[src/hdl/ctb_isqrt.sv]
// ----------------------------------------------------------------------------
// ctb_isqrt
// Pipelined digit-by-digit integer square root, one root bit per stage.
// ----------------------------------------------------------------------------
module ctb_isqrt #(
  parameter int unsigned IW = 48
) (
  input  logic            clk_i,
  input  logic [IW-1:0]   rad_i,
  output logic [IW/2-1:0] root_o
);

  localparam int unsigned RW = IW / 2;

  logic [IW-1:0] v_q [RW];
  logic [IW-1:0] r_q [RW];

  for (genvar k = 0; k < RW; k++) begin : g_stage
    localparam logic [IW-1:0] BITK = {{(IW-1){1'b0}}, 1'b1} << (IW - 2 - 2*k);
    logic [IW-1:0] vin;
    logic [IW-1:0] rin;
    logic [IW:0]   sum;
    logic          ge;

    if (k == 0) begin : g_first
      assign vin = rad_i;
      assign rin = '0;
    end else begin : g_next
      assign vin = v_q[k-1];
      assign rin = r_q[k-1];
    end

    assign sum = {1'b0, rin} + {1'b0, BITK};
    assign ge  = {1'b0, vin} >= sum;

    always_ff @(posedge clk_i) begin
      v_q[k] <= ge ? vin - sum[IW-1:0] : vin;
      r_q[k] <= ge ? (rin >> 1) + BITK : rin >> 1;
    end
  end

  assign root_o = r_q[RW-1][RW-1:0];

endmodule

[config.mk]
export PLATFORM = sky130hd
export DESIGN_NAME = ctb_isqrt
export DESIGN_NICKNAME = d
export VERILOG_FILES = /design/src/hdl/ctb_isqrt.sv
export SDC_FILE = /design/constraint.sdc
export NUM_CORES = 2
export LEC_CHECK = 0
export BUFFER_PORTS_ARGS = -buffer_cell sky130_fd_sc_hd__buf_2
export CAP_MARGIN = 40
export CORE_UTILIZATION = 61
export CTS_CLUSTER_SIZE = 8
export DETAILED_ROUTE_END_ITERATION = 12
export PLACE_DENSITY = 0.77
export SYNTH_ARGS = -nofsm -noshare
export SYNTH_HDL_FRONTEND = slang
export SYNTH_SLANG_ARGS = --single-unit
export TNS_END_PERCENT = 5
[constraint.sdc]
create_clock -name clk_i -period 3.95 [get_ports clk_i]
set_input_delay 0.79 -clock clk_i [delete_from_list [all_inputs] [get_ports clk_i]]
set_output_delay 0.79 -clock clk_i [all_outputs]
set_load 0.02 [all_outputs]
==> flow_summary.ini <==
[worst_hold_path]
min_path_type = primary input to flip-flop

[worst_setup_path]
critical_path.startpoint = v_q[2][182]
timing.critical_path.required_ps = 4600
worstReg2RegEnd = v_q[2][209]
critical_path_peak_fanout = 30
crit_path_end_kind = flip-flop
timing.reg2reg.setup_slack_ps = 400
setup.worst_path.start_class = flip-flop
crit_type = flip-flop to flip-flop
crit_end = v_q[2][209]
r2r_cells = 8
reg_to_reg_critical_path_startpoint = v_q[2][182]
worst_ep_arrival_time_ps = 4190

[synthesis]
yosysTopAreaCellShare_pct = 53.4
synth_top_cells_by_area = sky130_fd_sc_hd__dfxtp_1, sky130_fd_sc_hd__ha_1, sky130_fd_sc_hd__xor2_1, sky130_fd_sc_hd__xnor2_1, sky130_fd_sc_hd__inv_1
yosys.area.top_type = sky130_fd_sc_hd__dfxtp_1
ff_latch_count_synth = 1404
postSynth.topFlopCell = sky130_fd_sc_hd__dfxtp_1
post_synth_inst_count = 5235
post_synth_instance_area_mm2 = 0.0527
ys_top_cells_by_count = sky130_fd_sc_hd__dfxtp_1, sky130_fd_sc_hd__inv_1, sky130_fd_sc_hd__nand2_1, sky130_fd_sc_hd__ha_1, sky130_fd_sc_hd__nor2_1
synthesis.area_per_instance_um2 = 10.1
seq_area_frac_synth_pct = 53.4
synth-warning-count = 0
synth-edff-count = 0
most_common_cell_in_the_netlist = sky130_fd_sc_hd__dfxtp_1
syn_nets = 5606
yosys.cell_types.count = 83
synth_async_sr_flop_share_pct = 0

[power]
design_power_total_mw = 46.7
power.density_cell_area_mw_per_mm2 = 783
vdd_ir_drop_max_mv = 0.619
seq_power_share_pct = 43.9
power_report.internal_total_mw = 31.4
clock_power_share_pct = 31.1
power_switching_share_pct = 32.7
comb_power_share_pct = 25.0
power.net_switching_mw = 15.3
p_leak_nw = 27.3

[timing]
timing.final.crit_period_ps = 3550
layout_worst_path_cycle_share_pct = 89.8
count_of_pins_over_their_slew_limit = 0
setup_violations = 0
fmax_mhz = 282
hold_viol = 0
slew-limit-headroom_pct = 38.6
totalNegativeSetupSlack_ps = 0
worstMarginPinSlew_ps = 913
fin_worst_skew_ps = 75.6
fin_worst_hold_slack_ps = 96.9
rsz_0062_raised_after_global_routing = false
post-route-worst-setup-slack_ps = 404

[routing]
detailedRoute.firstIterationViolations = 2456
vias = 37900
post-route-drc-count = 0
final_wirelength_um = 126000
wl_per_cell_um = 19.0
postRouteAntennaNets = 0
routed_via_density = 5.74
firstDrtPassIters = 6

[floorplan]
die_height_um = 296
floorplan.initialDensity_pct = 61.7
die_w_um = 296
top_level_ports = 73
die_area_mm2 = 0.0875
floorplan.core_area_mm2 = 0.0853
placementRows = 107

[finish]
fillers = 6183
post_route_cells_drive_above_1_share_pct = 7.11
layout.area.seq_mm2 = 0.0281
insertedDiodeCount = 0
area.growth.synth_to_final_pct = 13.4
layout.core_utilization_pct = 70.0
area_occupied_by_multi_input_gates_mm2 = 0.0227
layoutNonFillerInstCount = 6613
postLayoutCellArea_mm2 = 0.0597
num-nets-final = 5825

[global_route]
use_met1_pct = 33.5
antenna_found_initial = 1
grt_max_degree = 42
grt_pass1_wl_um = 201000
via_count_of_the_first_global_routing_pass = 38500
grt_use_total_pct = 28.8
global_route.peak_usage_layer = met2
globalRouteOverflowTotal = 0
grtUsageMet2_pct = 51.7
grtUsageMet3_pct = 4.86

[placement]
place.port_buffers = 72
detailedPlacementHpwl_um = 90200
preCtsSetupSlack_ps = 431
place_congestion = 0.945
dp.cells = 6403
placedInstanceArea_mm2 = 0.0544

[clocking]
cts_max_level = 4
post_cts_hold_buffer_count = 0
ctsResizeCount = 0
cts_tree = done
postCtsSetupBuffers = 0
worstSkewPairLatency_ps = 800
clock_sinks = 1404
clock_tree.buffer_depth = 3
tritoncts.num_buffers = 193
cts-root-buf = sky130_fd_sc_hd__clkbuf_16
clkSlewWorstSetupHoldPaths_ps = 50

[run]
total_of_max_cap_violations = 0

[status]
status = finished clean
## layout by cell type (no fill, tap or decap), types with 23 or more instances in the layout
cell,instances
sky130_fd_sc_hd__dfxtp_1,1404
sky130_fd_sc_hd__inv_1,407
sky130_fd_sc_hd__nand2_1,330
sky130_fd_sc_hd__ha_1,322
sky130_fd_sc_hd__nor2_1,305
sky130_fd_sc_hd__a21oi_1,295
sky130_fd_sc_hd__xor2_1,256
sky130_fd_sc_hd__xnor2_1,202
sky130_fd_sc_hd__o21ai_0,196
sky130_fd_sc_hd__clkbuf_16,193
sky130_fd_sc_hd__nor4_1,185
sky130_fd_sc_hd__nor3_1,161
sky130_fd_sc_hd__a21o_1,101
sky130_fd_sc_hd__nand4_1,78
sky130_fd_sc_hd__o21ai_1,75
sky130_fd_sc_hd__nand3_1,73
sky130_fd_sc_hd__buf_2,73
sky130_fd_sc_hd__or3_1,58
sky130_fd_sc_hd__o21a_1,56
sky130_fd_sc_hd__nand2b_1,53
sky130_fd_sc_hd__or4_1,51
sky130_fd_sc_hd__o31ai_1,47
sky130_fd_sc_hd__nor2b_1,36
sky130_fd_sc_hd__o21bai_1,34
sky130_fd_sc_hd__buf_4,32
sky130_fd_sc_hd__nor4b_1,28
sky130_fd_sc_hd__a31oi_1,27
sky130_fd_sc_hd__and3_1,23
## sequential cells by signal, summed over array words and instances (netlist names)
register and cells:
r_q 300, v_q 1104
## power by group through the flow
| stage | sequential, mW | clock (mW) | combinational [mW] |
|---|---|---|---|
| 2_1_floorplan | 19.5 | 0 | 9.17 |
| 3_3_place_gp | 20.6 | 0 | 11.3 |
| 3_5_place_dp | 20.7 | 0 | 11.5 |
| 4_1_cts | 20.4 | 14.8 | 11.6 |
| 5_1_grt | 20.8 | 15.4 | 13.1 |
| 6_report | 20.5 | 14.6 | 11.7 |
## worst max-delay path: stages (launching register included)
cell and delay [ps]:
sky130_fd_sc_hd__dfxtp_1 340, sky130_fd_sc_hd__or4_1 570, sky130_fd_sc_hd__or4_1 480, sky130_fd_sc_hd__or4_1 460, sky130_fd_sc_hd__nor4_1 290, sky130_fd_sc_hd__nor3b_4 630, sky130_fd_sc_hd__buf_4 440, sky130_fd_sc_hd__nand2_1 110
sky130_fd_sc_hd__o21ai_1 100
## final cells by class
cell class	instances	area share (%)
well taps	1144	2.40
flip-flops and latches	1404	47.1
repair buffers	105	1.01
multi-input cells	3335	38.0
inverters	415	2.61
clock buffers	195	8.14
clock inverters	15	0.731
## how the worst min path moves through the flow
| stage | start | end | slack, ps | depth (start not counted) |
|---|---|---|---|---|
| 2_1_floorplan | v_q[1][256] | v_q[1][304] | 320 | 0 |
| 3_3_place_gp | v_q[1][162] | v_q[1][210] | 330 | 0 |
| 3_5_place_dp | v_q[2][10] | v_q[2][58] | 330 | 0 |
| 4_1_cts | rad_i[22] | v_q[0][22] | 60 | 1 |
| 5_1_grt | rad_i[45] | v_q[0][45] | 70 | 1 |
| 6_report | rad_i[22] | v_q[0][22] | 100 | 1 |
## layer usage
metal | wire length, µm | vias up
li1 | - | 18700
met1 | 52100 | 18100
met2 | 63700 | 855
met3 | 5160 | 299
met4 | 4560 | 2
met5 | 12 | -
## kinds of logic (layout without fill, tap and decap cells)
logic type | Yosys count | count (layout) | synth area share, %
AND/OR/NAND/NOR | 1515 | 1515 | 15.1
XOR/XNOR | 458 | 458 | 7.62
adder cells (fa/ha/maj) | 322 | 322 | 7.65
buffers and inverters | 496 | 730 | 3.56
multiplexers | 46 | 46 | 0.943
AO/OA/AOI/OAI | 994 | 994 | 11.7
flip-flops | 1404 | 1404 | 53.4
Note: power is estimated with default switching activity, not from simulation.
