## src/hdl/ctb_div.sv

```systemverilog
// ----------------------------------------------------------------------------
// ctb_div
// Pipelined restoring divider, one quotient bit per stage, truncating.
// ----------------------------------------------------------------------------
module ctb_div #(
  parameter int unsigned NW = 8,
  parameter int unsigned DW = 4,
  parameter int unsigned QW = 4
) (
  input  logic          clk_i,
  input  logic [NW-1:0] num_i,
  input  logic [DW-1:0] den_i,
  output logic [QW-1:0] quo_o
);

  localparam int unsigned HW = NW - QW;
  localparam int unsigned CW = (HW > DW) ? HW : DW;

  logic [DW-1:0] rem_q [QW];
  logic [QW-1:0] low_q [QW];
  logic [DW-1:0] den_q [QW];
  logic [QW-1:0] quo_q [QW];
  logic          ovf_q [QW];

  for (genvar k = 0; k < QW; k++) begin : g_stage
    logic [DW-1:0] rin;
    logic [QW-1:0] lin;
    logic [DW-1:0] din;
    logic [QW-1:0] qin;
    logic          oin;
    logic [DW:0]   t;
    logic          ge;

    if (k == 0) begin : g_first
      assign rin = DW'(num_i >> QW);
      assign lin = num_i[QW-1:0];
      assign din = den_i;
      assign qin = '0;
      // quotient would not fit, or divide by zero
      assign oin = CW'(num_i >> QW) >= CW'(den_i);
    end else begin : g_next
      assign rin = rem_q[k-1];
      assign lin = low_q[k-1];
      assign din = den_q[k-1];
      assign qin = quo_q[k-1];
      assign oin = ovf_q[k-1];
    end

    assign t  = {rin, lin[QW-1]};
    assign ge = t >= {1'b0, din};

    always_ff @(posedge clk_i) begin
      rem_q[k] <= ge ? DW'(t - {1'b0, din}) : t[DW-1:0];
      low_q[k] <= lin << 1;
      den_q[k] <= din;
      quo_q[k] <= {qin[QW-2:0], ge};
      ovf_q[k] <= oin;
    end
  end

  assign quo_o = ovf_q[QW-1] ? '1 : quo_q[QW-1];

endmodule

```

## config.mk

```make
export PLATFORM = sky130hd
export DESIGN_NAME = ctb_div
export DESIGN_NICKNAME = d
export VERILOG_FILES = /design/src/hdl/ctb_div.sv
export SDC_FILE = /design/constraint.sdc
export NUM_CORES = 1
export LEC_CHECK = 0
export BUFFER_PORTS_ARGS = -buffer_cell sky130_fd_sc_hd__buf_2
export CAP_MARGIN = 5
export CORE_AREA = 2 2 84 78
export CTS_CLUSTER_DIAMETER = 50
export DETAILED_ROUTE_END_ITERATION = 10
export DIE_AREA = 0 0 86 80
export HOLD_SLACK_MARGIN = 0.02
export PLACE_DENSITY = 0.4
export RECOVER_POWER = 25
export SYNTH_ARGS = -nofsm -noshare
export SYNTH_HDL_FRONTEND = slang
export SYNTH_SLANG_ARGS = --single-unit
```

## constraint.sdc

```tcl
create_clock -name clk_i -period 1.8 [get_ports clk_i]
set_input_delay 0.18 -clock clk_i [delete_from_list [all_inputs] [get_ports clk_i]]
set_output_delay 0.18 -clock clk_i [all_outputs]
set_load 0.01 [all_outputs]
```

==> metrics.md, run 1 <==
| Metric | Value |
|---|---|
| First-pass GRT wire length | 4620 um |
| DRT iter0 DRCs | 27 |
| Post-synthesis adder-cell area fraction | 0.182 |
| CP peak stage delay | 0.51 ns |
| Kind of cell adding the most delay to the critical path | buffers and inverters |
| Mapped Nets | 190 |
| Syn avg cell area | roughly 11 um^2 |
| Setup_tns | 0 ns |
| CTS Buffer Depth | 2 |
| Synth top area cells | dfxtp_1 (52%), ha_1 (15%), inv_1 (5.1%) |
| Inst Count DP | around 240 |
| Yosys reg bits | 44 |
| Initial DRT Pass Iterations | 4 |
| Die footprint | ~6900 um^2 |
| Final min period | roughly 1.7 ns |
| Largest net degree at the start of global routing | 14 |
| R2R setup slack | 0.24 ns |
| Ports | 17 |
| Max-cap violations | 0 |
| XOR/XNOR share of the synthesized area | 0.0154 |
| WL final | roughly 2600 um |
| FILL cells | 609 |
| Standard-cell rows | 27 |
| Slew @ Worst Pin | 0.191 ns |
| Leak pwr | 0.949 nW |
| Synth async-reset ratio | 0 |
| Hold endpoint | den_q[0][1]$_DFF_P_ |
| CTS root buffer | clkbuf_8 |
| Worst hold path class | in -> reg |
| Layout area overhead | 19.0% |
| Antenna Violating Nets Remaining | 0 |
| Worst R2R Path Depth | 6 |
| Final Setup Violations | 0 |
| WL per Instance | 10.2 um |
| Yosys cell types | 21 |
| Final Hold Fails | 0 |
| CTS clock-pin slew for the worst setup and hold paths | 0.08 ns |
| Highest clock rate | 580 MHz |
| Synth cell count leaders | dfxtp_1 (44), inv_1 (23), ha_1 (20) |
| Hold WS | 0.0785 ns |
| Finished Layout Cells | 256 |
| Clk Latency, worst-skew pair | 0.29 ns |
| H-tree levels | 2 |
| Min-delay src | den_i[1] |
| CTS tree | built |
| Synth warn | 0 |
| Area of the core | 5980 um^2 |
| Initial antenna violation count | 0 |
| Crit start category | primary input |
| Port buffer count | 16 |
| CP Capture Type | register |
| Simple-Gate Fraction of Synth Area | 0.115 |
| Final period utilization | 0.958 |
| Clock Skew | 0.00494 ns |
| Syn Inst Count | 154 |
| Compound-cell area share of the yosys netlist | 0.0573 |
| Total chip power | 0.00244 W |
| DP HPWL | 2150 um |
| Main synth FF type | dfxtp_1 |
| CP max FO | 4 |
| CP Cell Sequence | dlygate4sd3_1 -> buf_2 -> inv_1 -> ha_1 -> o21ai_1 -> a21oi_2 -> nor2_4 -> mux2_4 |
| Via count | ~1100 |
| Clock sink count | 44 |
| Nets@finish | 219 |
| Grt ovf | 0 |
| Starting Density | 0.285 |
| Post-CTS setup repair buffer count | 0 |
| Hold path depth | 1 |
| Area of the multi-input gates | 736 um^2 |
| WP data arrival | around 1.9 ns |
| Max-slew violation count | 0 |
| Slew margin rel. | 0.872 |
| DR DRC count | 0 |
| CTS buffer count | 5 |
| EDFF count, synth | 0 |
| Resized Gates After CTS | 0 |
| Reg area | 881 um^2 |
| Synth top area share | 0.517 |
| Dominant cell type by area after synthesis | dfxtp_1 |
| Via/cell ratio | around 4.1 |
| # diodes | 0 |
| Worst R2R End | rem_q[2][2]$_DFF_P_ |
| Mapped Area | 1700 um^2 |
| Gr usage total | 0.0896 |
| Cell with the most instances after synthesis | dfxtp_1 |
| Worst path slowest cell | dlygate4sd3_1 |
| Width of the die | 86 um |
| Buf+Inv Stages, Crit Path | 3 |
| Status | finished clean |
| Largest family of logic cells by synthesized area | adder cells |
| Worst R2R Start | den_q[1][1]$_DFF_P_ |
| Pwr per Cell Area | 1210 nW/um^2 |
| Die H | around 80 um |
| Fin util | 0.339 |
| Max VDD drop | 0.263 mV |
| Fraction of layout cells with a size suffix above 1 | 0.190 |
| RSZ-0062 raised after global routing | false |
| Worst Path Required | 1.98 ns |
| Sequential share of the synthesized area | 0.517 |
| Setup CP Type | in -> reg |
| Vias in the first global route | 1111 |
| Mux cell area share after synthesis | 0.0617 |
| GPL Wtd Cong | 0.746 |
==> power by group <==
group          total [W]  internal, W  switching [W]
Sequential       0.00122      0.00116      0.0000625
Combinational   0.000598     0.000300       0.000298
Clock           0.000622     0.000312       0.000310
==> kinds of logic after synthesis <==
kind of cell | after synthesis
compound gates | 15
xor+xnor | 3
fa+ha+maj | 23
buf+inv | 23
flops | 44
mux | 9
simple gates | 37
==> placed cells by master (no fill, tap or decap) <==
master,n
dfxtp_1,44
inv_1,23
ha_1,20
buf_2,15
nor2_1,14
mux2i_1,6
nor3_1,6
clkbuf_8,6
dlygate4sd3_1,6
nand2b_1,4
or2_2,4
a21oi_1,4
nand4_1,3
nand2_1,3
o21ai_1,3
a21oi_2,3
nor2_4,3
xnor2_1,3
mux2_4,3
fa_1,3
a21o_1,2
clkbuf_1,2
a21boi_0,1
o21ai_0,1
a211o_1,1
clkinvlp_4,1
==> layer usage <==
layer	vias to the layer above	track usage	wire (um)	part of all wire
li1	557	-	-	-
met1	464	0.0970	1190	0.45
met2	24	0.151	1230	0.47
met3	8	0.0310	120	0.046
met4	0	0.0524	81	0.031
met5	-	0	0	0
==> cell type report <==
type,count,share of cell area
multi-input cells,87,0.363
flip-flops and latches,44,0.435
clock inverters,1,0.00371
clock buffers,7,0.0426
repair buffers,22,0.0686
well taps,72,0.0445
inverters,23,0.0426
==> sequential cells by signal (all words and copies together) (netlist names) <==
name,flops
rem_q,12
ovf_q,4
den_q,12
quo_q,10
low_q,6
==> how the worst max path moves through the flow <==
stage,from,to,slack (ns),cells past startpoint
2_1_floorplan,den_q[1][1]$_DFF_P_,rem_q[2][2]$_DFF_P_,0.37,6
3_3_place_gp,den_q[1][1]$_DFF_P_,rem_q[2][2]$_DFF_P_,0.24,6
3_5_place_dp,den_q[1][1]$_DFF_P_,rem_q[2][2]$_DFF_P_,0.23,6
4_1_cts,den_i[3],rem_q[0][2]$_DFF_P_,0.08,8
5_1_grt,den_i[2],rem_q[0][2]$_DFF_P_,0.006,8
6_report,den_i[2],rem_q[0][2]$_DFF_P_,0.08,8
==> worst register-to-register path: cells and delay by family, from the launching register on <==
kind	cells	cell delay, ns
fa+ha+maj	1	0.29
simple gates	3	0.40
buf+inv	1	0.06
flops	1	0.39
mux	1	0.31
==> timing repair <==
item	CTS	global route
endpoints found under the setup margin	0	1
hold endpoints to repair	6	0
hold buffers	6	0
==> through the flow <==
stage	setup slack, ns	cell area [um^2]
floorplan	0.368	1700
global placement	0.236	1870
detailed placement	0.234	1870
CTS	0.0820	2030
global route	0.00581	2030
finish	0.0750	2030
Note: power is estimated with default switching activity, not from simulation.
==> inputs of run 2 (changes only) <==
--- a/config.mk
+++ b/config.mk
@@ -13,7 +13,7 @@
 export DIE_AREA = 0 0 86 80
 export HOLD_SLACK_MARGIN = 0.02
 export PLACE_DENSITY = 0.4
-export RECOVER_POWER = 25
+export RECOVER_POWER = 100
 export SYNTH_ARGS = -nofsm -noshare
 export SYNTH_HDL_FRONTEND = slang
 export SYNTH_SLANG_ARGS = --single-unit
==> run 2 against run 1 <==
Against the previous run:
- final area is 0.86% lower
- worst hold slack barely moved
- final cell count unchanged
- worst setup slack about the same
- critical path type unchanged
- global-route usage unchanged
- clock power is essentially flat
==> metrics.md, run 2 (synthesis results as in run 1) <==
| Metric | Value |
|---|---|
| Status | finished clean |
| Max-cap violations | 0 (unchanged) |
| GPL Wtd Cong | 0.746 (unchanged) |
| Clock sink count | 44 (unchanged) |
| CTS Buffer Depth | 2 (unchanged) |
| Fin util | 0.336 (-0.00293) |
| Hold endpoint | den_q[0][1]$_DFF_P_ |
| Min-delay src | den_i[1] |
| Max VDD drop | 0.264 mV (+0.28%) |
| Final period utilization | 0.958 (about the same) |
| # diodes | 0 (unchanged) |
| Die H | 80 um (unchanged) |
| First-pass GRT wire length | 4620 um (unchanged) |
| DR DRC count | 0 (unchanged) |
| Commonest cells after routing, fill and taps aside | dfxtp_1 (44), inv_1 (23), ha_1 (20) |
| CTS root buffer | clkbuf_8 |
| FILL cells | 611 (+0.33%) |
| Final Hold Fails | 0 (unchanged) |
| Max-slew violation count | 0 (unchanged) |
| CP Capture Type | register |
| RSZ-0062 raised after global routing | false |
| Slew @ Worst Pin | 0.305 ns (+0.115 ns) |
| Largest regs | den_q x12, rem_q x12, quo_q x10 |
| Commonest non-fill, non-tap cell in the layout | dfxtp_1 |
| R2R setup slack | 0.20 ns (-0.04 ns) |
| Port buffer count | 16 (unchanged) |
| Setup CP Type | in -> reg |
| Layout area overhead | 17.9% |
| Die footprint | 6880 um^2 (unchanged) |
| Worst R2R End | rem_q[2][2]$_DFF_P_ |
| Via/cell ratio | 4.10 (-0.28%) |
| Hold path depth | 1 (unchanged) |
| Worst R2R Start | den_q[1][1]$_DFF_P_ |
| WP data arrival | 1.91 ns (about the same) |
| Setup_tns | 0 ns (unchanged) |
| Clk Latency, worst-skew pair | 0.29 ns (about the same) |
| Standard-cell rows | 27 (unchanged) |
| Resized Gates After CTS | 0 (unchanged) |
| Vias in the first global route | 1111 (unchanged) |
| Clock Skew | 0.00480 ns (-0.000140 ns) |
| Post-CTS setup repair buffer count | 0 (unchanged) |
| Gr usage total | 0.0896 (unchanged) |
| Fraction of layout cells with a size suffix above 1 | 0.147 (-0.0435) |
| Final Setup Violations | 0 (unchanged) |
| WL final | 2660 um (+1.3%) |
| Via count | 1050 (-0.28%) |
| CTS tree | built |
| Highest clock rate | 580 MHz (about the same) |
| DP HPWL | 2150 um (unchanged) |
| Slew margin rel. | 0.796 (-0.0754) |
| CTS buffer count | 5 (unchanged) |
| CTS clock-pin slew for the worst setup and hold paths | 0.08 ns (about the same) |
| Starting Density | 0.285 (unchanged) |
| WL per Instance | 10.4 um (+1.3%) |
| Antenna Violating Nets Remaining | 0 (unchanged) |
| CP Cell Sequence | dlygate4sd3_1 -> buf_2 -> inv_1 -> ha_1 -> o21ai_1 -> a21oi_2 -> nor2_4 -> mux2_4 |
| Initial DRT Pass Iterations | 4 (unchanged) |
| Initial antenna violation count | 0 (unchanged) |
| Worst path slowest cell | dlygate4sd3_1 |
| Nets@finish | 219 (unchanged) |
| Final min period | 1.73 ns (+0.0000380 ns) |
| H-tree levels | 2 (unchanged) |
| Ports | 17 (unchanged) |
| Worst R2R Path Depth | 6 (unchanged) |
| Area of the core | 5980 um^2 (unchanged) |
| Largest net degree at the start of global routing | 14 (unchanged) |
| Leak pwr | 0.933 nW (-1.7%) |
| Crit start category | primary input |
| Worst hold path class | in -> reg |
| Grt ovf | 0 (unchanged) |
| Pwr per Cell Area | 1200 nW/um^2 (-0.42%) |
| Worst Path Required | 1.98 ns (about the same) |
| DRT iter0 DRCs | 22 (-19%) |
| CP max FO | 4 (unchanged) |
| CP peak stage delay | 0.51 ns (about the same) |
| Width of the die | 86 um (unchanged) |
==> run 2: cell types whose count changed in the layout (fill, tap and decap cells not counted), sizes merged <==
cell and change:
buf -5, clkbuf +5
==> run 2: cell type report <==
| cell class | instances | area [um^2] | share of cell area |
|---|---|---|---|
| inverters | 23 | 86.3 | 0.0430 |
| flip-flops and latches | 44 | 881 | 0.439 |
| well taps | 72 | 90.1 | 0.0449 |
| multi-input cells | 87 | 724 | 0.361 |
| clock buffers | 7 | 86.3 | 0.0430 |
| clock inverters | 1 | 7.51 | 0.00374 |
| repair buffers | 22 | 133 | 0.0660 |
==> run 2: timing repair <==
item                                    in CTS  in global routing
hold endpoints to repair                     6                  0
hold buffers                                 6                  0
endpoints found under the setup margin       0                  1
==> run 2: routing by layer <==
metal	vias up	wire (um)	global-route usage
li1	558	-	-
met1	462	1230	0.0970
met2	22	1220	0.151
met3	8	121	0.0310
met4	0	81	0.0524
met5	-	0	0
==> run 2: how the worst max path moves through the flow <==
stage               slack, ns                 from  depth (start not counted)                   to
floorplan                0.37  den_q[1][1]$_DFF_P_                          6  rem_q[2][2]$_DFF_P_
global placement         0.24  den_q[1][1]$_DFF_P_                          6  rem_q[2][2]$_DFF_P_
detailed placement       0.23  den_q[1][1]$_DFF_P_                          6  rem_q[2][2]$_DFF_P_
CTS                      0.08             den_i[3]                          8  rem_q[0][2]$_DFF_P_
global route            0.006             den_i[2]                          8  rem_q[0][2]$_DFF_P_
finish                   0.07             den_i[2]                          8  rem_q[0][2]$_DFF_P_
==> run 2: worst max-delay path: cells and delay by family <==
| family | cells | cell delay (ns) |
|---|---|---|
| buf+inv | 3 | 0.67 |
| fa+ha+maj | 1 | 0.32 |
| mux | 1 | 0.31 |
| compound gates | 2 | 0.25 |
| simple gates | 1 | 0.18 |
==> run 2: stage by stage <==
stage / worst slack, ns / power, W / hold slack [ns] / cells / cell area [um^2]
2_1_floorplan: 0.368 / 0.00170 / 0.208 / 154 / 1700
3_3_place_gp: 0.236 / 0.00183 / 0.282 / 242 / 1870
3_5_place_dp: 0.234 / 0.00185 / 0.284 / 242 / 1870
4_1_cts: 0.0820 / 0.00249 / 0.0372 / 256 / 2030
5_1_grt: 0.00581 / 0.00258 / 0.0835 / 256 / 2010
6_report: 0.0750 / 0.00241 / 0.0785 / 256 / 2010
==> run 2: where the power goes <==
| group | internal, W | leakage (nW) | switching (W) |
|---|---|---|---|
| Sequential | 0.00116 | 0.371 | 0.0000624 |
| Combinational | 0.000270 | 0.518 | 0.000296 |
| Clock | 0.000312 | 0.0445 | 0.000311 |
| Total | 0.00174 | 0.933 | 0.000669 |
